===== config.mk =====
export PLATFORM = sky130hd
export DESIGN_NAME = lzwc_ram
export DESIGN_NICKNAME = d
export VERILOG_FILES = /design/src/sv/lzwc_ram.sv
export SDC_FILE = /design/constraint.sdc
export NUM_CORES = 2
export LEC_CHECK = 0
export BUFFER_PORTS_ARGS = -buffer_cell sky130_fd_sc_hd__buf_2
export CAP_MARGIN = 20
export CORE_MARGIN = 10
export CORE_UTILIZATION = 50
export CTS_BUF_LIST = sky130_fd_sc_hd__clkbuf_4 sky130_fd_sc_hd__clkbuf_8 sky130_fd_sc_hd__clkbuf_16
export CTS_CLUSTER_SIZE = 14
export DETAILED_ROUTE_END_ITERATION = 12
export PLACE_DENSITY = 0.74
export SETUP_SLACK_MARGIN = 0.4
export SYNTH_ARGS = -nofsm -noshare
export SYNTH_HDL_FRONTEND = slang
export SYNTH_SLANG_ARGS = --single-unit

===== constraint.sdc =====
create_clock -name clk -period 7.06 [get_ports clk]
set_input_delay 0.706 -clock clk [delete_from_list [all_inputs] [get_ports clk]]
set_output_delay 0.706 -clock clk [all_outputs]
set_load 0.1 [all_outputs]

===== src/sv/lzwc_ram.sv =====
// Generic single-clock RAM with one write port and one registered read port.
// No dependencies.
module lzwc_ram #(
  parameter int WIDTH = 8,
  parameter int DEPTH = 256
) (
  input  logic                     clk,
  input  logic                     wr_en,
  input  logic [$clog2(DEPTH)-1:0] wr_addr,
  input  logic [WIDTH-1:0]         wr_data,
  input  logic                     rd_en,
  input  logic [$clog2(DEPTH)-1:0] rd_addr,
  output logic [WIDTH-1:0]         rd_data
);

  logic [WIDTH-1:0] mem [DEPTH];

  always_ff @(posedge clk) begin
    if (wr_en) begin
      mem[wr_addr] <= wr_data;
    end
    if (rd_en) begin
      rd_data <= mem[rd_addr];
    end
  end

endmodule


## After elaboration in Yosys (flattened, before gate mapping)

Memory sizes are Yosys's and may differ from the RTL's. A register that Yosys moved wholly into a read port is not among the register bits.
Cells that the tools add are included.

- Mux-type cells: 2

Operator list:

| kind | count |
|---|---|
| 1-bit two-way mux | 2 |

- Memories: 1
- Input bits: 27
- Logic and storage cells: 3
- Bits in writable memories: 2,048
- Flip-flop bits (word level): 0
- Output and inout bits: 8

Memories:

| memory | words | width | rd ports | clocked after memory_dff | write ports | RTL line | source |
|---|---|---|---|---|---|---|---|
| mem | 256 | 8 | 1 | 1 | 1 | 16 | `logic [WIDTH-1:0] mem [DEPTH];` |

## Depth between registers and ports, before layout

- Depth in word-level cells: 2
- Depth in mapped cells: 11
- Mapped depth without buffers: 6

## Worst setup path before layout

OpenSTA, ideal clock, no wires.

- Kind: input to register
- From: input rd_addr[0]
- To: register rd_data[2], read port of mem (data pin)
- Arrival: 2.513 ns
- Setup time: 0.269 ns
- Slack: 4.278 ns
- Required time: 6.791 ns
- Stages: 9
- Path buffers: 4
- Cells stage by stage: buf_6 -> buf_12 -> buf_8 -> buf_2 -> mux4_2 -> a22oi_1 -> a21oi_1 -> nor4_1 -> nor4_2

RTL lines:

| element | RTL line | source |
|---|---|---|
| start: declaration | 12 | `input logic [$clog2(DEPTH)-1:0] rd_addr,` |
| end: declaration | 13 | `output logic [WIDTH-1:0] rd_data` |

==> results.py <==
metrics = {
    "logic_synthesis": {
        "yosys.area_share.simple_pct": 2.63,
        "synthXorXnorAreaFrac_pct": 0,
        "syn_nets": 3760,
        "synth.area.mux_share_pct": 14.6,
        "synth_compound_area_share_pct": 3.42,
        "synthDistinctLibCells": 54,
        "avgSynthCellArea_sq_um": 21.3,
        "synth_top_family_by_area": "multiplexers",
        "syn_area_sq_um": 79600,
        "syn_inst": 3733,
        "yosysSeqAreaShare_pct": 77.5,
        "synth_flop_cell": "edfxtp_1",
        "async_flop_share_pct": 0,
        "ys_seq_elements": 2056,
        "synth_edf_count": 2056,
        "synth-adder-area-share_pct": 0,
        "yosys_warnings": 0,
    },
    "setup_path": {
        "cp_num_buf_inv": 3,
        "max_stage_delay_ns": 0.81,
        "cp-start-kind": "primary input",
        "critical_path_class": "in -> reg",
        "cp_max_fo": 78,
        "reg2reg_from": "mem[208][5]$_DFFE_PP_",
        "cp-end-kind": "flop",
        "cp_top_family": "buffers and inverters",
        "slowest_stage": "nor3_1",
        "cp.arrival_ns": 4.58,
        "required_ns": 7.59,
        "r2r-end": "rd_data[5]$_DFFE_PP_",
        "reg2reg_slack_ns": 3.85,
        "crit_path_cell_trace": "buf_8 -> buf_12 -> buf_4 -> mux4_2 -> a22o_1 -> a221oi_1 -> o32ai_1 -> nor3_1 -> nor4_1",
        "worstRegToRegCells": 6,
    },
    "pwr": {
        "power_mw": 24.8,
        "irDropWorstVdd_uv": 252,
        "leakage_nw": 27.0,
        "p_per_area_nw_per_um2": 281,
    },
    "place": {
        "port_buffers": 34,
        "dpl.hpwl_um": 114000,
        "place_inst": 5693,
        "pre_cts_slack_ns": 2.23,
        "place_congestion": 0.843,
        "dpl_cell_area_sq_um": 81900,
    },
    "cts": {
        "clk_latency_ns": 0.84,
        "clk_pin_slew_ns": 0.06,
        "cts-root-buf": "clkbuf_16",
        "holdBufCountCts": 0,
        "ctsResizeCount": 0,
        "post-cts-setup-buffers": 0,
        "cts_tree": "built",
        "numClockSinks": 2056,
        "cts_buffers": 196,
        "h-tree-depth": 4,
        "clockBufferDepth": 3,
    },
    "floorplanning": {
        "io_pins": 35,
        "core-area_sq_um": 158000,
        "die_area_sq_um": 176000,
        "initial_core_util_pct": 50.3,
        "die_h_um": 419,
        "die_x_um": 419,
        "std_cell_rows": 146,
    },
    "routing": {
        "vias": 39300,
        "drt_iter0_drc": 6128,
        "drc_errors": 0,
        "firstDrtPassIters": 6,
        "viasPerCell": 6.50,
        "avgRoutedWirePerCell_um": 31.1,
        "wl_um": 188000,
        "ant_nets": 0,
    },
    "timing": {
        "hold_slack_ns": 0.273,
        "worst_slew_pin_slew_ns": 1.19,
        "rsz0062_at_grt": "false",
        "clock_skew_ns": 0.0654,
        "layout_setup_ws_ns": 3.01,
        "min_period_ns": 4.05,
        "setup_tns_ns": 0,
        "post-route-period-util_pct": 57.4,
        "fmax_mhz": 247,
        "finalMaxSlewViolations": 0,
        "setup_viol": 0,
        "slew_headroom_pct": 19.8,
        "finalHoldViolCount": 0,
    },
    "min_path": {
        "hold_class": "in -> reg",
        "holdPathEnd": "rd_data[0]$_DFFE_PP_",
        "hp-start": "rd_en",
        "min_path_cells": 1,
    },
    "grt": {
        "grt_usage_pct": 21.4,
        "grt_pass1_wl_um": 277000,
        "antenna_found_initial": 12,
        "use_met2_pct": 33.0,
        "grt_use_met1_pct": 30.7,
        "grt.overflow.total": 0,
        "grt_start_max_net_pins": 149,
        "gr-max-usage-layer": "met2",
        "grt_pass1_vias": 39200,
        "met3_usage_pct": 4.46,
    },
    "layout": {
        "ff_latch_area_sq_um": 61700,
        "area_delta_synth_final_pct": 10.7,
        "fillers": 11200,
        "final_cell_mix": "edfxtp_1 (2056), mux4_2 (454), nor2_1 (279)",
        "final_core_utilization_pct": 55.7,
        "final_common_cell": "edfxtp_1",
        "final_cell_area_sq_um": 88200,
        "drive_gt1_share_pct": 22.5,
        "final_cells": 6042,
        "final_nets": 3848,
        "multi_input_area_sq_um": 16500,
    },
    "status": {
        "outcome": "finished, final reports clean",
    },
    "flow_run": {
        "drv_cap": 0,
    },
}
## kinds of logic (layout without fill, tap and decap cells)
family	count (synthesis)	after routing
AND/OR/NAND/NOR	466	466
buffers and inverters	235	470
flip-flops	2056	2056
other	0	2
multiplexers	591	591
AO/OA/AOI/OAI	385	385
## flip-flops by register name, summed over array words and instances, names as in the netlist
name,cells
rd_data,8
mem,2048
## final cells by class
| type | instances | area share, % |
|---|---|---|
| repair buffers | 123 | 1.30 |
| clock inverters | 107 | 1.12 |
| well taps | 2072 | 2.94 |
| flip-flops and latches | 2056 | 70.0 |
| inverters | 2 | 0.00851 |
| multi-input cells | 1442 | 18.7 |
| diodes | 2 | 0.00567 |
| clock buffers | 238 | 5.94 |
## cells in the mapped netlist (3+ instances only)
master | instances | share of area, %
edfxtp_1 | 2056 | 78
mux4_2 | 454 | 13
nor2_1 | 282 | 1.3
mux2i_1 | 134 | 1.7
a22oi_1 | 133 | 1.3
clkbuf_1 | 111 | 0.52
a21oi_1 | 96 | 0.60
o221ai_1 | 46 | 0.51
nand3_1 | 34 | 0.21
nand2_1 | 33 | 0.16
buf_2 | 31 | 0.19
nor2b_1 | 31 | 0.24
o22ai_1 | 28 | 0.22
buf_4 | 27 | 0.25
nor4_1 | 24 | 0.19
buf_1 | 22 | 0.10
nor3_1 | 22 | 0.14
buf_6 | 21 | 0.30
a211oi_1 | 16 | 0.15
a221oi_1 | 13 | 0.14
buf_8 | 13 | 0.25
nand4_1 | 10 | 0.079
o211ai_1 | 10 | 0.094
o21ai_0 | 10 | 0.063
a22o_1 | 8 | 0.088
buf_12 | 8 | 0.20
nand2b_1 | 8 | 0.063
and2_1 | 6 | 0.047
o22a_1 | 5 | 0.055
o32ai_1 | 4 | 0.044
or2_2 | 4 | 0.031
nor4_2 | 3 | 0.047
## worst max-delay path by stage
stage | from | endpoint | slack, ns | cells after the start
after floorplan | rd_addr[0] | rd_data[2]$_DFFE_PP_ | 4.28 | 9
after global placement | rd_addr[0] | rd_data[6]$_DFFE_PP_ | 2.00 | 9
after detailed placement | rd_addr[0] | rd_data[3]$_DFFE_PP_ | 2.23 | 9
after CTS | rd_addr[0] | rd_data[3]$_DFFE_PP_ | 3.06 | 9
after global routing | rd_addr[0] | rd_data[5]$_DFFE_PP_ | 2.93 | 9
final | rd_addr[0] | rd_data[5]$_DFFE_PP_ | 3.01 | 9
## where the power goes
group / internal [mW] / switching [mW] / total, mW
clock network: 5.66 / 4.48 / 10.1
logic: 0.394 / 0.817 / 1.21
registers: 13.5 / 0.0149 / 13.5
total: 19.5 / 5.31 / 24.8
## routing by layer
layer | routed length, um | up-vias
li1 | - | 15900
met1 | 71700 | 20500
met2 | 89600 | 2473
met3 | 20400 | 358
met4 | 6470 | 6
met5 | 96 | -
No activity file was read; power rests on OpenSTA's default activity.
