### src/sv/lzwc_pkg.sv
// Shared constants and types for the LZW compressor with packed 12-bit codes.
// No dependencies; compiled before every other file of the block.
package lzwc_pkg;

  localparam int CODE_WIDTH_DEF   = 12;
  localparam int DICT_ENTRIES_DEF = 4096;
  localparam int BYTE_W           = 8;
  localparam int FIRST_FREE       = 256;

  // Width of the stream tag kept in each hash slot; tag zero means empty.
  localparam int EPOCH_W          = 4;

  // Control for one code beat from the dictionary engine to the bit packer.
  typedef struct packed {
    logic valid;
    logic last;
  } code_ctl_t;

endpackage

### src/sv/lzwc_out_if.sv
// Output channel of the LZW compressor: one packed code-stream byte per beat.
// Stand-alone; no package dependency.
interface lzwc_out_if;
  logic       valid;
  logic       ready;
  logic [7:0] packed_byte;
  logic       stream_end;

  modport source (output valid, output packed_byte, output stream_end, input ready);
  modport sink   (input valid, input packed_byte, input stream_end, output ready);
endinterface

### src/sv/lzwc_packer.sv
// Bit packer: appends fixed-width codes MSB-first and hands out whole bytes.
// Depends on lzwc_pkg and lzwc_out_if.
module lzwc_packer #(
  parameter int CODE_WIDTH = lzwc_pkg::CODE_WIDTH_DEF
) (
  input  logic                  clk,
  input  logic                  rst,
  input  lzwc_pkg::code_ctl_t   code_ctl,
  input  logic [CODE_WIDTH-1:0] code,
  output logic                  code_ready,
  lzwc_out_if.source            byte_out
);
  import lzwc_pkg::*;

  localparam int BUF_W = CODE_WIDTH + BYTE_W - 1;
  localparam int CNT_W = $clog2(BUF_W + 1);
  localparam logic [CNT_W-1:0] BYTE_CNT = CNT_W'(BYTE_W);

  logic [BUF_W-1:0] bits;
  logic [CNT_W-1:0] count;
  logic             last_pend;
  logic             out_valid;
  logic [7:0]       out_byte;
  logic             out_end;

  logic       out_free;
  logic       have_byte;
  logic       have_pad;
  logic [7:0] full_byte;
  logic [7:0] pad_byte;

  assign out_free   = !out_valid || byte_out.ready;
  assign have_byte  = count >= BYTE_CNT;
  assign have_pad   = last_pend && (count != '0) && (count < BYTE_CNT);
  assign code_ready = (count < BYTE_CNT) && !last_pend;

  // Bits above the fill count are stale; both extractions push them out.
  assign full_byte = 8'(bits >> (count - BYTE_CNT));
  assign pad_byte  = bits[7:0] << (BYTE_CNT - count);

  always_ff @(posedge clk) begin
    if (rst) begin
      count     <= '0;
      last_pend <= 1'b0;
      out_valid <= 1'b0;
    end else begin
      if (out_free && have_byte) begin
        out_valid <= 1'b1;
        out_byte  <= full_byte;
        out_end   <= last_pend && (count == BYTE_CNT);
        count     <= count - BYTE_CNT;
        if (count == BYTE_CNT) begin
          last_pend <= 1'b0;
        end
      end else if (out_free && have_pad) begin
        out_valid <= 1'b1;
        out_byte  <= pad_byte;
        out_end   <= 1'b1;
        count     <= '0;
        last_pend <= 1'b0;
      end else if (out_free) begin
        out_valid <= 1'b0;
      end
      if (code_ctl.valid && code_ready) begin
        bits      <= (bits << CODE_WIDTH) | BUF_W'(code);
        count     <= count + CNT_W'(CODE_WIDTH);
        last_pend <= code_ctl.last;
      end
    end
  end

  assign byte_out.valid       = out_valid;
  assign byte_out.packed_byte = out_byte;
  assign byte_out.stream_end  = out_end;

endmodule

### src/flat_wrapper.sv
// flat-port wrapper written by rule: the top's interface ports become plain ports
module lzwc_packer_flat import lzwc_pkg::*;
#(
  parameter int CODE_WIDTH = lzwc_pkg::CODE_WIDTH_DEF
)
  (clk, rst, code_ctl, code, code_ready, byte_out_valid, byte_out_packed_byte, byte_out_stream_end, byte_out_ready);
  lzwc_out_if byte_out_i ();
  input  logic clk;
  input  logic rst;
  input  lzwc_pkg::code_ctl_t code_ctl;
  input  logic [CODE_WIDTH-1:0] code;
  output logic code_ready;
  output wire logic [$bits(byte_out_i.valid)-1:0] byte_out_valid;
  output wire logic [$bits(byte_out_i.packed_byte)-1:0] byte_out_packed_byte;
  output wire logic [$bits(byte_out_i.stream_end)-1:0] byte_out_stream_end;
  input wire logic [$bits(byte_out_i.ready)-1:0] byte_out_ready;
  assign byte_out_valid = byte_out_i.valid;
  assign byte_out_packed_byte = byte_out_i.packed_byte;
  assign byte_out_stream_end = byte_out_i.stream_end;
  assign byte_out_i.ready = byte_out_ready;
  lzwc_packer #(.CODE_WIDTH(CODE_WIDTH)) u_core (.clk(clk), .rst(rst), .code_ctl(code_ctl), .code(code), .code_ready(code_ready), .byte_out(byte_out_i));
endmodule
### config.mk
export PLATFORM = sky130hd
export DESIGN_NAME = lzwc_packer_flat
export DESIGN_NICKNAME = d
export VERILOG_FILES = /design/src/sv/lzwc_pkg.sv /design/src/sv/lzwc_out_if.sv /design/src/sv/lzwc_packer.sv /design/src/flat_wrapper.sv
export SDC_FILE = /design/constraint.sdc
export NUM_CORES = 1
export LEC_CHECK = 0
export ABC_CLOCK_PERIOD_IN_PS = 3160
export BUFFER_PORTS_ARGS = -buffer_cell sky130_fd_sc_hd__buf_2
export CELL_PAD_IN_SITES_DETAIL_PLACEMENT = 2
export CELL_PAD_IN_SITES_GLOBAL_PLACEMENT = 2
export CORE_MARGIN = 5
export CORE_UTILIZATION = 38
export DETAILED_ROUTE_END_ITERATION = 8
export PLACE_DENSITY = 0.85
export SKIP_LAST_GASP = 1
export SLEW_MARGIN = 20
export SYNTH_ARGS = -nofsm -noshare
export SYNTH_HDL_FRONTEND = slang
export SYNTH_SLANG_ARGS = --single-unit
### constraint.sdc
create_clock -name clk -period 3.16 [get_ports clk]
set_clock_uncertainty 0.05 [all_clocks]
set_input_delay 0.316 -clock clk [delete_from_list [all_inputs] [get_ports clk]]
set_output_delay 0.316 -clock clk [all_outputs]
set_load 0.01 [all_outputs]
After elaboration in Yosys (flattened, before gate mapping)

Cells that the tools add are included.

Output and inout bits: 11
Bits of input ports: 17
Bits in registers: 35

Bitwise logic cells: 2
Eq/ne operators: 2
Shifts and indexed selects: 2
$add $sub $neg: 3
Order comparisons: 2
Reduce and logical (&&, ||, !) cells: 17
Mux-type cells: 14

Operators by type and width:

| kind                                                | count |
|---|---|
| bitwise OR 19 x 12 -> 19 bit                        | 1 |
| >> shifter 19 x 5 -> 8 bit                          | 1 |
| 2-to-1 mux 8 bit                                    | 2 |
| 2-to-1 mux 5 bit                                    | 3 |
| 2-to-1 mux 1 bit                                    | 9 |
| << shifter 8 x 5 -> 8 bit                           | 1 |
| logical AND 1 bit                                   | 7 |
| AND reduction 2 bit                                 | 3 |
| nonzero test 3 bit                                  | 2 |
| adder 5 x 4 -> 5 bit, second input constant         | 1 |
| equality test 5 x 4 -> 1 bit, second input constant | 1 |
| >= comparator 5 x 4 -> 1 bit, second input constant | 1 |
| < comparator 5 x 4 -> 1 bit, second input constant  | 1 |
| nonzero test 5 bit                                  | 1 |
| subtractor 4 x 5 -> 5 bit, first input constant     | 1 |
| subtractor 5 x 4 -> 5 bit, second input constant    | 1 |
| != test 3 bit, second input constant                | 1 |
| zero test 1 bit                                     | 2 |
| nonzero test 2 bit                                  | 1 |
| logical OR 1 bit                                    | 1 |
| NOT 1 bit                                           | 1 |

Logic depth before layout (Yosys ltp)

Word-level depth: 7
Gate-level depth with buffers: 9
Depth with buffers taken out: 7

Worst setup path after synthesis

No wires, ideal clock.

Path kind: register to register
Start: reg u_core.count[3]
End: reg u_core.bits[0] (enable)
Arrival: 2.067 ns
Clock period less this slack: 2.511 ns
Setup time: 0.395 ns
Cell stages (with the launch flop): 7
Path slack: 0.649 ns
Cells stage by stage: dfxtp_1 buf_6 inv_1 ha_1 nor2b_1 nand2_1 nor2_1

Cells in the longest elaborated chain, start to end: 4

Ends and longest elaborated chain:

| what                          | line               | RTL |
|---|---|---|
| from (decl)                   | lzwc_packer.sv:20  | `logic [CNT_W-1:0] count;` |
| from (signal assigned)        | lzwc_packer.sv:51  | `count <= count - BYTE_CNT;` |
| from (signal assigned)        | lzwc_packer.sv:66  | `count <= count + CNT_W'(CODE_WIDTH);` |
| < comparator 5 x 4 -> 1 bit   | lzwc_packer.sv:35  | `assign code_ready = (count < BYTE_CNT) && !last_pend;` |
| logical AND 1 bit             | lzwc_packer.sv:35  |  |
| via code_ready                | flat_wrapper.sv:12 | `output logic code_ready;` |
| logical AND 1 bit             | lzwc_packer.sv:64  | `if (code_ctl.valid && code_ready) begin` |
| AND reduction 2 bit (no line) | --                 |  |
| to (signal assigned)          | lzwc_packer.sv:65  | `bits <= (bits << CODE_WIDTH) \| BUF_W'(code);` |
| to (decl)                     | lzwc_packer.sv:19  | `logic [BUF_W-1:0] bits;` |

The timed path passes the listed nets, and every way through them passes these cells.
A chain may end at the register's enable or synchronous reset.

Worst setup path in the final report

Start: reg u_core.count[3]
End: reg u_core.out_byte[1] (netlist: u_core.byte_out.packed_byte[1]) (enable)

Cells in the longest elaborated chain, start to end: 6

Ends and longest elaborated chain:

| what                                                                                | line              | RTL |
|---|---|---|
| parallel branches: the longest is 4 deep, another holds < comparator 5 x 4 -> 1 bit | --                |  |
| nonzero test 2 bit (no line) (*)                                                    | --                |  |
| AND reduction 2 bit (no line) (*)                                                   | --                |  |
| to (signal assigned)                                                                | lzwc_packer.sv:49 | `out_byte <= full_byte;` |
| to (signal assigned)                                                                | lzwc_packer.sv:57 | `out_byte <= pad_byte;` |
| to (decl)                                                                           | lzwc_packer.sv:23 | `logic [7:0] out_byte;` |

Every way passes the cells marked *.

==> impl_metrics.env <==
export IMPL_drive_above_1_share=0.3553
export IMPL_synthDominantCellAreaShare=0.5076
export IMPL_die_area_um2=5780
export IMPL_vdd_ir_drop_max_v=0.0003072
export IMPL_core_area_um2=4294
export IMPL_crit_required_ps=3030
export IMPL_num_rows=24
export IMPL_clockBufferDepth=2
export IMPL_rsz0062_at_grt="false"
export IMPL_max_stage_delay_ps=560
export IMPL_vias=1086
export IMPL_setup_violations=0
export IMPL_clkTransAtPathRegs_ps=80
export IMPL_crit_path_start_kind="flop"
export IMPL_finalWorstSetupSlack_ps=984.0
export IMPL_hp_start="code[0]"
export IMPL_leakagePower_uw=0.0007137
export IMPL_post_cts_buffers=0
export IMPL_ioPinCount=28
export IMPL_synth_common_cells="edfxtp_1 (28), inv_1 (10), mux4_2 (7), nor2_1 (7), nand2_1 (6)"
export IMPL_crit_chain="inv_1, ha_1, ha_1, nor2b_1, o31ai_4, nor2_1"
export IMPL_grt_usage=0.1505
export IMPL_p_sw_frac=0.4085
export IMPL_power_density_nw_per_um2=1013
export IMPL_whs_path_depth=1
export IMPL_drcViolationCount=0
export IMPL_finalCritPeriodShare=0.6886
export IMPL_synth_seq_area_share=0.5680
export IMPL_syn_area_um2=1657
export IMPL_io_buffers=27
export IMPL_area_growth_pct=16.31
export IMPL_cts_hold_buf=0
export IMPL_max_slew_worst_pin_slew_ps=685.3
export IMPL_n_antenna_cell=0
export IMPL_seq_power_share=0.346
export IMPL_avgSynthCellArea_um2=14.04
export IMPL_gp_congestion=0.7892
export IMPL_antenna_found_initial=0
export IMPL_p_clk_frac=0.163
export IMPL_path_class="reg2reg"
export IMPL_initial_core_util=0.3858
export IMPL_p_int_uw=1155
export IMPL_die_h_um=76.03
export IMPL_die_w_um=76.03
export IMPL_yosysWarnings=0
export IMPL_drt_first_iter_violations=71
export IMPL_htreeDepth=2
export IMPL_grt_pass1_vias=1250
export IMPL_reg2reg_to="u_core.byte_out.packed_byte[1]$_DFFE_PP_"
export IMPL_netlist_instances=118
export IMPL_slew_viol_final=0
export IMPL_clkSinkCount=33
export IMPL_synthMostInstantiatedCell="edfxtp_1"
export IMPL_hold_path_class="in2reg"
export IMPL_firstDrtPassIters=2
export IMPL_yosys_register_bits=33
export IMPL_rr_worst_depth=6
export IMPL_p_sw_uw=797.6
export IMPL_routed_wl_mm=4.271
export IMPL_yosys_area_top_type="edfxtp_1"
export IMPL_cp_slowest_cell="nor2_1"
export IMPL_finalHoldViolCount=0
export IMPL_rr_startpoint="u_core.count[3]$_SDFFE_PP0P_"
export IMPL_viasPerCell=5.324
export IMPL_cts_resized=0
export IMPL_root_buffer="clkbuf_8"
export IMPL_overflow=0
export IMPL_rrSetupSlack_ps=980
export IMPL_min_period_ps=2176
export IMPL_holdPathEnd="u_core.bits[0]$_DFFE_PP_"
export IMPL_tritoncts="done"
export IMPL_worstPathArrival_ps=2050
export IMPL_fillers=439
export IMPL_yosys_cell_types_count=35
export IMPL_crit_top_cell="ha_1"
export IMPL_p_comb_frac=0.491
export IMPL_maxSlewHeadroom=0.5414
export IMPL_ys_async_sr_fraction=0
export IMPL_postRouteAntennaNets=0
export IMPL_final_nets=173
export IMPL_grt_max_degree=20
export IMPL_synth_ff_type="edfxtp_1"
export IMPL_synth_edf_count=28
export IMPL_cts_buffers=5
export IMPL_post_dp_hpwl_mm=3.246
export IMPL_end_kind="flop"
export IMPL_status="complete, no violations"
export IMPL_cp_max_fo=9
export IMPL_clk_latency_ps=280
export IMPL_maxCapViolations=0
export IMPL_syn_nets=140
export IMPL_grt_pass1_wl_mm=6.768
export IMPL_routedWlPerCell_um=20.94
export IMPL_place_ws_ps=984.2
export IMPL_fmax_ghz=0.4596
export IMPL_synthTopCellsByArea="edfxtp_1 (51%), mux4_2 (9.5%), dfxtp_1 (6.0%)"
export IMPL_fin_tns_setup_ps=0
[layout by cell type (no fill, tap or decap)]
cell and n:
a21oi_1 3, a221oi_2 1, a22oi_1 3, a2bb2oi_1 1, a32oi_1 1, and2_1 2
and3_1 1, buf_2 27, buf_4 4, clkbuf_8 5, clkinv_2 2, clkinvlp_4 1
dfxtp_1 5, edfxtp_1 28, ha_1 5, inv_1 10, mux2i_1 3, mux4_2 7
nand2_1 6, nand2b_1 1, nand3_1 4, nand3_4 1, nor2_1 7, nor2_2 1
nor2b_1 3, nor3_1 1, nor3_2 1, o211ai_1 2, o211ai_2 1, o21a_1 1
o21ai_0 4, o21ai_4 1, o22ai_1 4, o31a_1 2, o31ai_4 1, o32ai_2 1
xnor2_1 1
[kinds of logic after synthesis]
family | synth area share
fa+ha+maj | 0.03776
xor+xnor | 0.005288
buf+inv | 0.05060
compound gates | 0.1337
simple gates | 0.09140
flops | 0.5680
mux | 0.1133
[registers in the layout, summed over array words and instances, names as in the netlist]
register                     cells
u_core.bits                     19
u_core.byte_out.packed_byte      8
u_core.count                     3
u_core.byte_out.stream_end       1
u_core.byte_out.valid            1
u_core.last_pend                 1
[layer usage]
layer	routed length [um]	GRT usage
met4	89	0.05872
met1	1722	0.1714
met3	155	0.03428
met2	2303	0.2697
met5	0	0
[how the worst max path moves through the flow]
stage,to,cells after the start,startpoint
finish,u_core.byte_out.packed_byte[1]$_DFFE_PP_,6,u_core.count[3]$_SDFFE_PP0P_
global route,u_core.byte_out.stream_end$_SDFFCE_PN1P_,6,u_core.count[2]$_SDFFE_PP0P_
CTS,u_core.byte_out.packed_byte[5]$_DFFE_PP_,6,u_core.count[2]$_SDFFE_PP0P_
detailed placement,u_core.byte_out.packed_byte[7]$_DFFE_PP_,6,u_core.count[2]$_SDFFE_PP0P_
global placement,u_core.byte_out.packed_byte[2]$_DFFE_PP_,6,u_core.count[2]$_SDFFE_PP0P_
floorplan,u_core.bits[0]$_DFFE_PP_,6,u_core.count[3]$_SDFFE_PP0P_
[layout make-up]
type	instances	area, um2	area share
flip-flops and latches	33	940.9	0.4883
multi-input cells	70	631.9	0.3279
repair buffers	31	165.2	0.08571
clock buffers	5	68.82	0.03571
well taps	52	65.06	0.03377
inverters	10	37.54	0.01948
clock inverters	3	17.52	0.009091
[power by group through the flow]
stage                     clock [uW]  sequential, uW  combinational (uW)
after floorplan                    0             708                 655
after global placement             0             672                 877
after detailed placement           0             687                 953
after CTS                        327             677                 967
after global routing             345             687                1030
final                            319             676                 958
[per-stage QoR]
step / power, uW / util / hold WS [ps] / area [um2] / cells
after floorplan: 1363 / - / 335.1 / 1657 / 118
after global placement: 1549 / 0.4286 / 425.2 / 1841 / 196
after detailed placement: 1640 / 0.4286 / 444.7 / 1841 / 196
after CTS: 1971 / 0.4487 / 141.5 / 1927 / 204
after global routing: 2062 / 0.4487 / 135.7 / 1927 / 204
final: 1952 / 0.4487 / 146.4 / 1927 / 204
[worst max-delay path, delay by kind of cell, from the launching register on]
family	cells	cell delay (ps)
and+or+nand+nor	2	810
adders and majority gates	2	410
buffers and inverters	1	100
DFF	1	360
AOI/OAI and AO/OA	1	90
(Power assumes the default switching activity.)
